File: config.mk
export PLATFORM = sky130hd
export DESIGN_NAME = rotary_encoder_debounced_counter_core
export DESIGN_NICKNAME = d
export VERILOG_FILES = /design/src/rtl/rotenc_pkg.sv /design/src/rtl/rotary_encoder_debounced_counter_core.sv /design/src/rtl/rotenc_step.sv
export SDC_FILE = /design/constraint.sdc
export NUM_CORES = 1
export LEC_CHECK = 0
export ABC_AREA = 1
export BUFFER_PORTS_ARGS = -buffer_cell sky130_fd_sc_hd__buf_2
export CORE_MARGIN = 5
export CORE_UTILIZATION = 56
export CTS_CLUSTER_DIAMETER = 200
export DETAILED_ROUTE_END_ITERATION = 6
export PLACE_DENSITY = 0.79
export SYNTH_ARGS = -nofsm -noshare
export SYNTH_HDL_FRONTEND = slang
export SYNTH_SLANG_ARGS = --single-unit
File: constraint.sdc
create_clock -name clk -period 5.25 [get_ports clk]
set_input_delay 1.05 -clock clk [delete_from_list [all_inputs] [get_ports clk]]
set_output_delay 1.05 -clock clk [all_outputs]
set_load 0.01 [all_outputs]
File: src/rtl/rotenc_pkg.sv
// Package with types and constants of the rotary encoder position counter.
`default_nettype none
package rotenc_pkg;

	localparam int unsigned DEBOUNCE_W = 32;
	localparam int unsigned COUNT_W    = 8;
	localparam int unsigned TS_W       = 32;
	localparam int unsigned CFG_IDX_W  = 8;
	localparam int unsigned IN_DATA_W  = 40;
	localparam int unsigned OUT_USER_W = 5;

	localparam logic [DEBOUNCE_W-1:0] RESET_DEBOUNCE  = 32'd1500;
	localparam logic [COUNT_W-1:0]    RESET_COUNT_MAX = 8'd255;
	localparam logic [COUNT_W-1:0]    RESET_COUNT     = 8'd47;

	localparam logic [CFG_IDX_W-1:0] REG_DEBOUNCE  = 8'd0;
	localparam logic [CFG_IDX_W-1:0] REG_COUNT_MAX = 8'd1;

	typedef enum logic [1:0] {
		SRC_BUTTON = 2'd0,
		SRC_CLK    = 2'd1,
		SRC_DT     = 2'd2,
		SRC_OTHER  = 2'd3
	} src_t;

	typedef enum logic [1:0] {
		MOVE_NONE = 2'd0,
		MOVE_UP   = 2'd1,
		MOVE_DOWN = 2'd2
	} move_t;

	typedef struct packed {
		logic [COUNT_W-1:0] position;
		logic               button_event;
		logic               accepted;
		move_t              movement;
		logic               at_limit;
	} result_t;

endpackage
`default_nettype wire

File: src/rtl/rotary_encoder_debounced_counter_core.sv
// Top level of the debounced rotary encoder position counter.
// The input register and then the result register lie between an accepted request and its result.
// Throughput: one request per cycle unless the result stalls; one subtract, compares, +1 or -1.
// A stalled result holds the pipeline while the input register waits behind it.
// Reset: debounce 1500 us, count limit 255, count 47, stored timestamp and pin levels zero.
`default_nettype none
module rotary_encoder_debounced_counter_core #(
	parameter int unsigned TIME_BITS = 32
) (
	input  wire logic                                  clk,
	input  wire logic                                  arst_n,
	input  wire logic                                  s_tvalid,
	output logic                                       s_tready,
	// Bits from low: time_us[31:0], clk_level, dt_level, zero fill.
	input  wire logic [rotenc_pkg::IN_DATA_W-1:0]      s_tdata,
	// Bits from low: event_source[1:0].
	input  wire logic [1:0]                            s_tuser,
	output logic                                       m_tvalid,
	input  wire logic                                  m_tready,
	// Bits from low: position[7:0].
	output logic [rotenc_pkg::COUNT_W-1:0]             m_tdata,
	// Bits from low: button_event, accepted, movement[1:0], at_limit.
	output logic [rotenc_pkg::OUT_USER_W-1:0]          m_tuser,
	input  wire logic                                  cfg_valid,
	output logic                                       cfg_ready,
	input  wire logic [rotenc_pkg::CFG_IDX_W-1:0]      cfg_index,
	input  wire logic [rotenc_pkg::DEBOUNCE_W-1:0]     cfg_data
);
	import rotenc_pkg::*;

	logic                   valid_s1;
	src_t                   src_s1;
	logic [TS_W-1:0]        time_s1;
	logic                   clk_lvl_s1;
	logic                   dt_lvl_s1;
	logic                   adv;

	logic [DEBOUNCE_W-1:0]  debounce_q;
	logic [COUNT_W-1:0]     count_max_q;
	logic [TIME_BITS-1:0]   last_time_q;
	logic                   last_clk_q;
	logic                   last_dt_q;
	logic [COUNT_W-1:0]     count_q;

	result_t                res;
	result_t                res_s2;
	logic                   valid_s2;
	logic [TIME_BITS-1:0]   now_time;

	assign adv       = valid_s1 && (!valid_s2 || m_tready);
	assign s_tready  = !valid_s1 || adv;
	assign cfg_ready = 1'b1;

	always_ff @(posedge clk or negedge arst_n) begin
		if (!arst_n) begin
			debounce_q  <= RESET_DEBOUNCE;
			count_max_q <= RESET_COUNT_MAX;
		end else if (cfg_valid) begin
			if (cfg_index == REG_DEBOUNCE) begin
				debounce_q <= cfg_data;
			end else if (cfg_index == REG_COUNT_MAX) begin
				count_max_q <= cfg_data[COUNT_W-1:0];
			end
		end
	end

	always_ff @(posedge clk or negedge arst_n) begin
		if (!arst_n) begin
			valid_s1 <= 1'b0;
		end else if (s_tready) begin
			valid_s1 <= s_tvalid;
		end
	end

	always_ff @(posedge clk) begin
		if (s_tready && s_tvalid) begin
			src_s1     <= src_t'(s_tuser);
			time_s1    <= s_tdata[TS_W-1:0];
			clk_lvl_s1 <= s_tdata[TS_W];
			dt_lvl_s1  <= s_tdata[TS_W+1];
		end
	end

	rotenc_step #(
		.TIME_BITS(TIME_BITS)
	) u_step (
		.event_source(src_s1),
		.time_us     (time_s1),
		.clk_level   (clk_lvl_s1),
		.dt_level    (dt_lvl_s1),
		.last_time   (last_time_q),
		.last_clk    (last_clk_q),
		.last_dt     (last_dt_q),
		.count       (count_q),
		.debounce_us (debounce_q),
		.count_max   (count_max_q),
		.result      (res),
		.now_time    (now_time)
	);

	always_ff @(posedge clk or negedge arst_n) begin
		if (!arst_n) begin
			last_time_q <= '0;
			last_clk_q  <= 1'b0;
			last_dt_q   <= 1'b0;
			count_q     <= RESET_COUNT;
		end else if (adv) begin
			count_q <= res.position;
			if (res.accepted) begin
				last_time_q <= now_time;
				last_clk_q  <= clk_lvl_s1;
				last_dt_q   <= dt_lvl_s1;
			end
		end
	end

	always_ff @(posedge clk or negedge arst_n) begin
		if (!arst_n) begin
			valid_s2 <= 1'b0;
		end else if (adv) begin
			valid_s2 <= 1'b1;
		end else if (m_tready) begin
			valid_s2 <= 1'b0;
		end
	end

	always_ff @(posedge clk) begin
		if (adv) begin
			res_s2 <= res;
		end
	end

	assign m_tvalid = valid_s2;
	assign m_tdata  = res_s2.position;
	assign m_tuser  = {res_s2.at_limit, res_s2.movement, res_s2.accepted, res_s2.button_event};

	a_up_step: assert property (@(posedge clk) disable iff (!arst_n)
		adv && (res.movement == MOVE_UP) |=> count_q == $past(count_q) + COUNT_W'(1))
		else $error("Up movement did not raise the count by one.");

	a_reject_keeps_time: assert property (@(posedge clk) disable iff (!arst_n)
		adv && !res.accepted |=> $stable(last_time_q) && $stable(count_q))
		else $error("A request that was not taken changed the debounce state.");

	a_limit_no_move: assert property (@(posedge clk) disable iff (!arst_n)
		m_tvalid && m_tuser[4] |-> m_tuser[3:2] == MOVE_NONE && m_tuser[1])
		else $error("A blocked step reported movement or was not taken.");

	a_button_alone: assert property (@(posedge clk) disable iff (!arst_n)
		m_tvalid && m_tuser[0] |-> !m_tuser[1] && !m_tuser[4])
		else $error("A button request was also flagged as an encoder edge.");

endmodule
`default_nettype wire

File: src/rtl/rotenc_step.sv
// Combinational decision logic for one pin event: debounce, edge detect, saturating count.
`default_nettype none
module rotenc_step #(
	parameter int unsigned TIME_BITS = 32
) (
	input  wire rotenc_pkg::src_t                    event_source,
	input  wire logic [rotenc_pkg::TS_W-1:0]         time_us,
	input  wire logic                                clk_level,
	input  wire logic                                dt_level,
	input  wire logic [TIME_BITS-1:0]                last_time,
	input  wire logic                                last_clk,
	input  wire logic                                last_dt,
	input  wire logic [rotenc_pkg::COUNT_W-1:0]      count,
	input  wire logic [rotenc_pkg::DEBOUNCE_W-1:0]   debounce_us,
	input  wire logic [rotenc_pkg::COUNT_W-1:0]      count_max,
	output rotenc_pkg::result_t                      result,
	output logic [TIME_BITS-1:0]                     now_time
);
	import rotenc_pkg::*;

	localparam int unsigned CMP_W = (TIME_BITS > DEBOUNCE_W) ? TIME_BITS : DEBOUNCE_W;

	logic [CMP_W-1:0]     time_ext;
	logic [TIME_BITS-1:0] elapsed;
	logic                 is_clk;
	logic                 is_dt;
	logic                 edge_ok;
	logic                 up_req;
	logic                 dn_req;
	logic                 up_ok;
	logic                 dn_ok;

	assign time_ext = CMP_W'(time_us);
	assign now_time = time_ext[TIME_BITS-1:0];
	assign elapsed  = now_time - last_time;
	assign is_clk   = (event_source == SRC_CLK);
	assign is_dt    = (event_source == SRC_DT);
	assign edge_ok  = CMP_W'(elapsed) > CMP_W'(debounce_us);
	assign up_req   = is_clk && (clk_level != last_clk) && !clk_level && dt_level;
	assign dn_req   = is_dt && (dt_level != last_dt) && !dt_level && clk_level;
	assign up_ok    = count < count_max;
	assign dn_ok    = count != '0;

	always_comb begin
		result              = '0;
		result.position     = count;
		result.movement     = MOVE_NONE;
		result.button_event = (event_source == SRC_BUTTON);
		if ((is_clk || is_dt) && edge_ok) begin
			result.accepted = 1'b1;
			if (up_req) begin
				if (up_ok) begin
					result.position = count + COUNT_W'(1);
					result.movement = MOVE_UP;
				end else begin
					result.at_limit = 1'b1;
				end
			end else if (dn_req) begin
				if (dn_ok) begin
					result.position = count - COUNT_W'(1);
					result.movement = MOVE_DOWN;
				end else begin
					result.at_limit = 1'b1;
				end
			end
		end
	end

endmodule
`default_nettype wire
**Word level (Yosys, flattened, before mapping)**

Index checks and enable logic that the tools add are counted.

- Bits in latches: 0
- Word-level logic and storage cells: 65
- Bits in writable memories: 0
- Memories: 0
- Flip-flop bits (word level): 133
- Bits of input ports: 87
- Output and inout port bits: 16
- Memory bits (read-only): 0

- $add $sub $neg: 3
- Multipliers: 0
- Magnitude comparators: 2
- Muxes and demuxes: 14
- Bitwise gates (word level): 1
- Divide/modulo/power cells: 0
- Shift-type cells: 0
- Equality and inequality tests: 5
- Reductions and logical operators: 23

Operators by type and width:

| cell | number |
|---|---|
| 8-bit two-way mux | 5 |
| 32-bit > comparator | 1 |
| 32-bit subtractor | 1 |
| 1-bit logical AND | 9 |
| 8-bit by 1-bit adder with 8-bit output, second input constant | 1 |
| 8-bit by 1-bit equality test with 1-bit output, second input constant | 1 |
| 8-bit logical NOT | 1 |
| 8-bit < comparator | 1 |
| 8-bit nonzero test | 1 |
| 8-bit by 1-bit subtractor with 8-bit output, second input constant | 1 |
| 3-bit two-way mux | 2 |
| 1-bit two-way mux | 5 |
| 1-bit logical NOT | 4 |
| 4-bit two-way mux | 1 |
| 2-bit AND reduction | 2 |
| 1-bit logical OR | 3 |
| 3-bit AND reduction | 1 |
| 2-bit by 1-bit equality test with 1-bit output, second input constant | 1 |
| 2-bit equality test, second input constant | 1 |
| 2-bit logical NOT | 1 |
| 2-bit two-way mux | 1 |
| 1-bit inequality test | 2 |
| 2-bit nonzero test | 1 |
| 1-bit NOT | 1 |

**Longest topological paths before layout**

Gate-level depths: netlist of run 1.

- Word-level depth: 8
- Mapped depth: 29

**Modules after synthesis**

Synthesis of run 1 repeated with hierarchy kept, for this count alone.

- Cells, all modules: 1189
- Area, all modules: 9117.5 um^2

By module, submodules not included:

| module | area each (um^2) | cells an instance | instances | seq. area each (um^2) |
|---|---|---|---|---|
| rotary_encoder_debounced_counter_core | 4961.0 | 433 | 1 | 3598.5 |
| rotenc_step | 4156.5 | 756 | 1 | 0.0 |

**Worst setup path after synthesis of run 1**

OpenSTA, ideal clock, no wires.

- Kind: register -> register
- Start point: reg time_s1[0]
- End point: reg res_s2, in the netlist m_tdata[6] (data pin)
- Buffers on the path: 1
- Setup time: 263 ps
- Cell stages (with the launch flop): 24
- Path slack: 1841 ps
- Arrival: 3146 ps
- Data required time: 4987 ps
- Path through: edfxtp_1 -> inv_1 -> ha_1 -> inv_1 -> fa_1 -> nand3_1 -> nand2_1 -> a21oi_1 -> o21ai_0 -> nand3_1 -> nand2_1 -> xor2_1 -> ha_1 -> nand2_1 -> nor2_1 -> and2_4 -> inv_2 -> nor2_4 -> nand2_1 -> nand2_2 -> nand2_4 -> inv_1 -> buf_4 -> o21ai_0

RTL lines:

| element | RTL line | text |
|---|---|---|
| from (decl) | rotary_encoder_debounced_counter_core.sv:33 | `logic [TS_W-1:0] time_s1;` |
| from (signal assigned) | rotary_encoder_debounced_counter_core.sv:78 | `time_s1 <= s_tdata[TS_W-1:0];` |
| to (signal assigned) | rotary_encoder_debounced_counter_core.sv:129 | `res_s2 <= res;` |
| to (decl) | rotary_encoder_debounced_counter_core.sv:46 | `result_t res_s2;` |

**Final worst setup path of run 1**

- Start point: reg time_s1[2]
- End point: reg last_time_q[17]

- Longest elaborated chain between the ends: 5

RTL lines:

| element | RTL line | text |
|---|---|---|
| 32-bit subtractor | rotenc_step.sv:35 | `assign elapsed = now_time - last_time;` |
| 32-bit > comparator | rotenc_step.sv:38 | `assign edge_ok = CMP_W'(elapsed) > CMP_W'(debounce_us);` |
| 1-bit logical AND | rotenc_step.sv:49 | `if ((is_clk \|\| is_dt) && edge_ok) begin` |
| 4-bit two-way mux | rotenc_step.sv:49 |  |
| 2-bit AND reduction (no source line) | -- |  |
| to (signal assigned) | rotary_encoder_debounced_counter_core.sv:110 | `last_time_q <= now_time;` |
| to (decl) | rotary_encoder_debounced_counter_core.sv:40 | `logic [TIME_BITS-1:0] last_time_q;` |

Every way passes these cells.
A chain may end at the register's enable or synchronous reset.

==> key figures, run 1 <==
Synth
  • Synthesized flop and latch total: 133
  • Ys Warns: 0
  • Synthesized netlist cell count: 999
  • Post-synth EDFFs: 49
  • Register area share after synthesis: 43.9%
  • Syn avg cell area: 8.21 um^2
  • Synth Cell Area: 8200 um^2
  • Yosys cell types: 43
  • FFs w/ async S/R, synth: 63.2%
  • Syn Nets: 1163
  • Synth Flop Type: dfrtp_1

Worst setup path
  • Most used cell along the critical path: nand2_1
  • CP Data Required Time: 5.58 ns
  • R2R depth: 22
  • Setup CP Type: reg2reg
  • CP Capture Type: register
  • CP bufs+invs: 1
  • Max incr delay on CP: 0.51 ns
  • Crit path max fanout: 42
  • Setup slack, reg-to-reg: 0.89 ns
  • Worst path cell trace: ha_1, nand3_1, nand2_1, a21oi_1, o21ai_0, nand2_1, nand2_1, nand2_1, nand3_1, nand2_1, ha_1, nand2_1, nor2_2, nand4_1, nor2_4, nand2_1, nand2_2, nand2_4, nor2_8, buf_12, nand2_1, o21ai_0
  • Crit-path slowest cell: o21ai_0
  • Worst r2r src: time_s1[2]
  • Delay-heaviest family, CP: simple AND/OR/NAND/NOR gates
  • CP Launch Type: register
  • Worst Setup SP: time_s1[2]
  • Worst EP arrival: 4.69 ns
  • WP depth: 22

Clock tree
  • TritonCTS Buffers: 17
  • Clk_lat worst skew: 0.42 ns
  • CTS max path bufs: 2
  • Hold_buf cts: 0
  • H-Tree Depth: 4
  • Clk root buf: clkbuf_16
  • Clock sink total: 133
  • CTS tree: yes
  • Post-cts resize count: 0
  • Clock-pin slew on the worst setup and hold paths: 0.06 ns
  • Setup bufs post-CTS: 0

Die
  • Core area: 14400 um^2
  • Ports: 103
  • Die height: 131 um
  • Initial Util: 56.8%
  • Floorplan row count: 44
  • Die Width: 131 um
  • Die ar.: 17200 um^2

Timing
  • RSZ-0062 raised after global routing: no
  • Pins Over Slew Limit: 0
  • Clock Skews: 0.00943 ns
  • Worst setup margin: 0.890 ns
  • Total Neg Setup Slack: 0 ns
  • Worst-case hold slack: 0.488 ns
  • Hold Fails Final Rpt: 0
  • Final worst-path cycle share: 83.1%
  • Final setup viols: 0
  • FMAX: 229 MHz
  • Tightest Pin Transition: 0.788 ns
  • Slew headroom: 47.4%
  • Min Tclk post-route: 4.36 ns

Pwr
  • Power Density: 457 nW/um^2
  • Worst VDD drop: 0.000272 V
  • Leak pwr: 0.00466 uW

Place
  • Post-DP HPWL: 13400 um
  • Gp weighted congestion: 0.930
  • Pre-CTS setup slack: 0.944 ns
  • Port Buf Inserts: 95

Layout
  • Area of the multi-input gates: 3900 um^2
  • Post-layout util: 65.0%
  • Diode count: 0
  • Commonest non-fill, non-tap cell in the layout: nand2_1
  • Area Growth Syn to Fin: 14.3%
  • Layout cells sized above 1: 15.6%
  • Fin nets: 1264
  • FF/Latch Area: 3600 um^2
  • Most frequent cells in the layout: 224 x nand2_1, 154 x inv_1, 94 x buf_2, 90 x nor2_1, 81 x o21ai_0
  • # fillers: 1197

Global routing
  • Gr ovfl total: 0
  • Largest net degree at the start of global routing: 65
  • First-pass GRT wire length: 29000 um
  • Initial antenna violation count: 0
  • GRT Total Usage: 21.6%
  • Vias in the first global route: 6405

Detailed routing
  • DR WL/cell: 13.7 um
  • First-pass DRT Iterations: 6
  • DR vias: 6689
  • Drt drc: 0
  • Routed WL: 17700 um
  • Vias per cell: 5.16
  • Number of DRC markers in iteration 0: 342
  • Antenna-violating nets left: 0

Min path
  • Min-Delay Path Class: reg2reg
  • Hold Crit Start: time_s1[0]
  • Hold path cells: 2

Status
  • Outcome: complete, no violations

Flow run
  • Max-cap violation count: 0
-- path summary, 6_finish.rpt --
path	to
min in group asynchronous	debounce_q[5]
min reg2reg	last_time_q[0]
max in group asynchronous	debounce_q[22]
min	last_time_q[0]
max	last_time_q[17]
max reg2reg	last_time_q[17]
-- synth_stat cells (all sizes together) (2+ instances only) --
cell type	number	area share, %
o21ai	92	6.0
o21a	2	0.18
and2	3	0.26
clkbuf	7	0.32
nand4	11	0.84
o21bai	4	0.37
o211ai	2	0.18
edfxtp	49	18
a21oi	76	4.7
nor3	6	0.37
nand3	47	2.9
nor2	94	4.7
nand2	235	11
a21o	4	0.37
ha	76	12
dfrtp	64	20
a31oi	3	0.23
dfstp	20	6.4
xnor2	5	0.53
inv	157	7.2
xor2	23	2.5
buf	10	0.95
-- through the flow --
step | cells | total power (uW) | instance area [um^2]
2_1_floorplan | 999 | 2770 | 8200
3_3_place_gp | 1265 | 3150 | 8850
3_5_place_dp | 1265 | 3200 | 8850
4_1_cts | 1297 | 4300 | 9370
5_1_grt | 1297 | 4640 | 9370
6_report | 1297 | 4280 | 9370
-- report_power, final --
part           internal, uW  leakage [uW]  switching (uW)
Clock                   640      0.000256             431
Sequential             1290       0.00131            94.7
Combinational           682       0.00310            1140
Total                  2620       0.00466            1670
-- worst min-delay path, cell delays in order, from the launching register on --
cell and delay (ns):
edfxtp_1 0.35, nand2_1 0.06, nand2_1 0.06
-- layout make-up --
| class | count | area share (%) |
|---|---|---|
| Sequential cell | 133 | 38.4 |
| Clock buffer | 20 | 4.66 |
| Tap cell | 184 | 2.46 |
| Timing Repair Buffer | 99 | 5.55 |
| Inverter | 158 | 6.33 |
| Multi-Input combinational cell | 691 | 41.6 |
| Clock inverter | 12 | 0.961 |
-- cell families after synthesis --
family | count (synthesis) | synth area share, %
simple gates | 400 | 20.5
other cells | 1 | 0.0457
buf+inv | 175 | 8.50
fa+ha+maj | 77 | 11.8
compound gates | 185 | 12.2
xor+xnor | 28 | 2.99
flops | 133 | 43.9
-- routing by layer --
layer  track usage [%]  up-vias  wire length (um)
met2              37.8      143              8900
met3              4.23       23               772
li1                  -     3454                 -
met5                 0        -                 0
met1              26.6     3069              7760
met4              7.32        0               282
-- registers in the layout, summed over array words and instances (netlist names) --
name         flops
last_clk_q       1
time_s1         32
src_s1           2
clk_lvl_s1       1
last_dt_q        1
dt_lvl_s1        1
debounce_q      32
m_tdata          8
m_tvalid         1
last_time_q     32
valid_s1         1
count_max_q      8
count_q          8
m_tuser          5
Power figures use the tool's default switching activity.
==> inputs of run 2 (changes only) <==
==> constraint.sdc (replaced) <==
create_clock -name clk -period 4.3 [get_ports clk]
set_input_delay 0.86 -clock clk [delete_from_list [all_inputs] [get_ports clk]]
set_output_delay 0.86 -clock clk [all_outputs]
set_load 0.01 [all_outputs]
==> run 2 against run 1 <==
Maximum frequency is 10% higher. Sequential share of layout area down 0.28 points. Non-clock buffer count is 4 higher. Cell count grew 0.39%. Critical endpoint is now m_tdata[4]. Largest cell class unchanged.
==> key figures, run 2 (synthesis gave the netlist of run 1 again) <==
Pwr
  • Worst VDD drop: 0.000298 V (was 0.000272 V)
  • Int Power: 3220 uW (was 2620 uW)
  • Comb power frac: 42.8% (was 42.6%)
  • Leak pwr: 0.00468 uW (was 0.00466 uW)
  • Power Density: 562 nW/um^2 (was 457 nW/um^2)
  • Switching fraction of total power: 39.3% (was 39.0%)
  • Clk pwr share: 25.3% (was 25.0%)
  • Psw: 2090 uW (was 1670 uW)
  • Sequential Power Share: 32.0% (was 32.4%)
  • Total power draw: 5300 uW (was 4280 uW)

Global routing
  • Gr ovfl total: 0 (unchanged)
  • First-pass GRT wire length: 30300 um (was 29000 um)
  • Vias in the first global route: 6732 (was 6405)
  • Initial antenna violation count: 0 (unchanged)
  • Largest net degree at the start of global routing: 65 (unchanged)
  • GRT Total Usage: 22.5% (was 21.6%)

Min path
  • Hold Crit Start: count_max_q[5] (was time_s1[0])
  • Min-Delay Path Class: reg2reg (unchanged)
  • Hold path cells: 2 (unchanged)
  • Worst Hold Endpoint: count_max_q[5] (was last_time_q[0])

Layout
  • Most frequent cells in the layout: 224 x nand2_1, 153 x inv_1, 94 x buf_2, 90 x nor2_1, 80 x o21ai_0 (was 224 x nand2_1, 154 x inv_1, 94 x buf_2, 90 x nor2_1, 81 x o21ai_0)
  • Largest regs: debounce_q: 32 flops, last_time_q: 32 flops, time_s1: 32 flops (unchanged)
  • Fin nets: 1269 (was 1264)
  • Area Growth Syn to Fin: 15.2% (was 14.3%)
  • Area of the multi-input gates: 3910 um^2 (was 3900 um^2)
  • Layout cells sized above 1: 16.5% (was 15.6%)
  • Final Instance Count excl. Fillers: 1302 (was 1297)
  • Commonest non-fill, non-tap cell in the layout: nand2_1 (unchanged)
  • Diode count: 0 (unchanged)
  • FF/Latch Area: 3600 um^2 (unchanged)
  • # fillers: 1200 (was 1197)

Worst setup path
  • CP Data Required Time: 4.57 ns (was 5.58 ns)
  • Crit path max fanout: 9 (was 42)
  • CP Capture Type: register (unchanged)
  • Worst EP arrival: 4.22 ns (was 4.69 ns)
  • Worst r2r src: time_s1[0] (was time_s1[2])
  • Setup CP Type: reg2reg (unchanged)
  • Reg2reg end: m_tdata[4] (was last_time_q[17])
  • Setup slack, reg-to-reg: 0.35 ns (was 0.89 ns)
  • R2R depth: 22 (unchanged)
  • CP Launch Type: register (unchanged)

Die
  • Initial Util: 56.8% (unchanged)
  • Die ar.: 17200 um^2 (unchanged)
  • Die height: 131 um (unchanged)
  • Ports: 103 (unchanged)
  • Die Width: 131 um (unchanged)
  • Floorplan row count: 44 (unchanged)
  • Core area: 14400 um^2 (unchanged)

Timing
  • Hold Fails Final Rpt: 0 (unchanged)
  • Total Neg Setup Slack: 0 ns (unchanged)
  • Worst setup margin: 0.352 ns (was 0.890 ns)
  • FMAX: 253 MHz (was 229 MHz)
  • Final setup viols: 0 (unchanged)
  • Pins Over Slew Limit: 0 (unchanged)
  • Clock Skews: 0.00792 ns (was 0.00943 ns)
  • Slew headroom: 44.1% (was 47.4%)
  • Final worst-path cycle share: 91.8% (was 83.1%)
  • Min Tclk post-route: 3.95 ns (was 4.36 ns)
  • Tightest Pin Transition: 0.839 ns (was 0.788 ns)

Detailed routing
  • Routed WL: 18200 um (was 17700 um)
  • First-pass DRT Iterations: 5 (was 6)
  • Number of DRC markers in iteration 0: 362 (was 342)
  • Drt drc: 0 (unchanged)
  • DR vias: 6796 (was 6689)
  • Vias per cell: 5.22 (was 5.16)
  • Antenna-violating nets left: 0 (unchanged)
  • DR WL/cell: 14.0 um (was 13.7 um)

Place
  • Post-DP HPWL: 13600 um (was 13400 um)
  • Gp weighted congestion: 0.943 (was 0.930)
  • Port Buf Inserts: 95 (unchanged)
  • Pre-CTS setup slack: 0.209 ns (was 0.944 ns)
  • Placed Cells: 1269 (was 1265)

Clock tree
  • Clk root buf: clkbuf_16 (unchanged)
  • TritonCTS Buffers: 17 (unchanged)
  • CTS max path bufs: 2 (unchanged)
  • H-Tree Depth: 4 (unchanged)
  • Clock sink total: 133 (unchanged)
  • CTS tree: yes (unchanged)
  • Setup bufs post-CTS: 0 (unchanged)
  • Clock-pin slew on the worst setup and hold paths: 0.06 ns (about the same)
  • Clk_lat worst skew: 0.43 ns (was 0.42 ns)

Status
  • Outcome: complete, no violations (unchanged)

Flow run
  • Max-cap violation count: 0 (unchanged)
-- run 2: area by class of cell --
cell class	instances	area share (%)
flip-flops and latches	133	38.1
inverters	158	6.32
repair inverters	1	0.0530
repair buffers	103	5.96
clock buffers	17	4.51
clock inverters	15	1.22
well taps	184	2.44
multi-input cells	691	41.4
-- run 2: power by group through the flow --
| stage | Sequential [uW] | Clock (uW) | Combinational, uW |
|---|---|---|---|
| after floorplan | 1690 | 0 | 1680 |
| after global placement | 1710 | 0 | 2160 |
| after detailed placement | 1720 | 0 | 2230 |
| after CTS | 1700 | 1360 | 2260 |
| after global routing | 1720 | 1420 | 2620 |
| final | 1700 | 1340 | 2270 |
-- run 2: critical path: stages (launching register included) --
cell	delay, ns
edfxtp_1	0.39
inv_1	0.07
ha_1	0.13
inv_1	0.06
fa_1	0.39
nand3_1	0.08
nand2_1	0.12
a21oi_2	0.27
o21ai_1	0.20
a21oi_1	0.23
xnor2_1	0.15
ha_1	0.25
nand2_1	0.06
inv_1	0.04
nand2_1	0.06
nand2_1	0.06
nand2_1	0.08
nand3_1	0.10
a21oi_1	0.19
nand2_2	0.11
nand2_4	0.18
clkinvlp_2	0.30
o21ai_0	0.25
-- run 2: how the worst max path moves through the flow --
stage                     slack [ns]  cells past startpoint         end        start
after global placement          0.39                     20  m_tdata[6]   time_s1[0]
after global routing          -0.001                     21  m_tdata[4]  time_s1[10]
after floorplan                 0.89                     23  m_tdata[6]   time_s1[0]
final                           0.35                     22  m_tdata[4]   time_s1[0]
after CTS                       0.17                     22  m_tdata[6]   time_s1[0]
after detailed placement        0.21                     20  m_tdata[6]   time_s1[0]
-- run 2: layer usage --
| layer | part of all wire, % | vias to the layer above | GRT usage (%) |
|---|---|---|---|
| li1 | - | 3461 | - |
| met1 | 42 | 3155 | 26.4 |
| met2 | 51 | 147 | 40.7 |
| met3 | 4.5 | 33 | 5.04 |
| met4 | 2.0 | 0 | 7.44 |
| met5 | 0 | - | 0 |
-- run 2: what timing repair did --
action	in CTS	in global routing
endpoints found under the setup margin	0	7
hold endpoints to repair	0	0
gates resized for setup	0	3
hold buffers	0	0
-- run 2: stage by stage --
step | area, um^2 | hold WS [ns] | utilization [%]
2_1_floorplan | 8200 | 0.451 | -
3_3_place_gp | 8890 | 0.464 | 61.6
3_5_place_dp | 8890 | 0.480 | 61.6
4_1_cts | 9430 | 0.493 | 65.4
5_1_grt | 9440 | 0.512 | 65.5
6_report | 9440 | 0.491 | 65.5
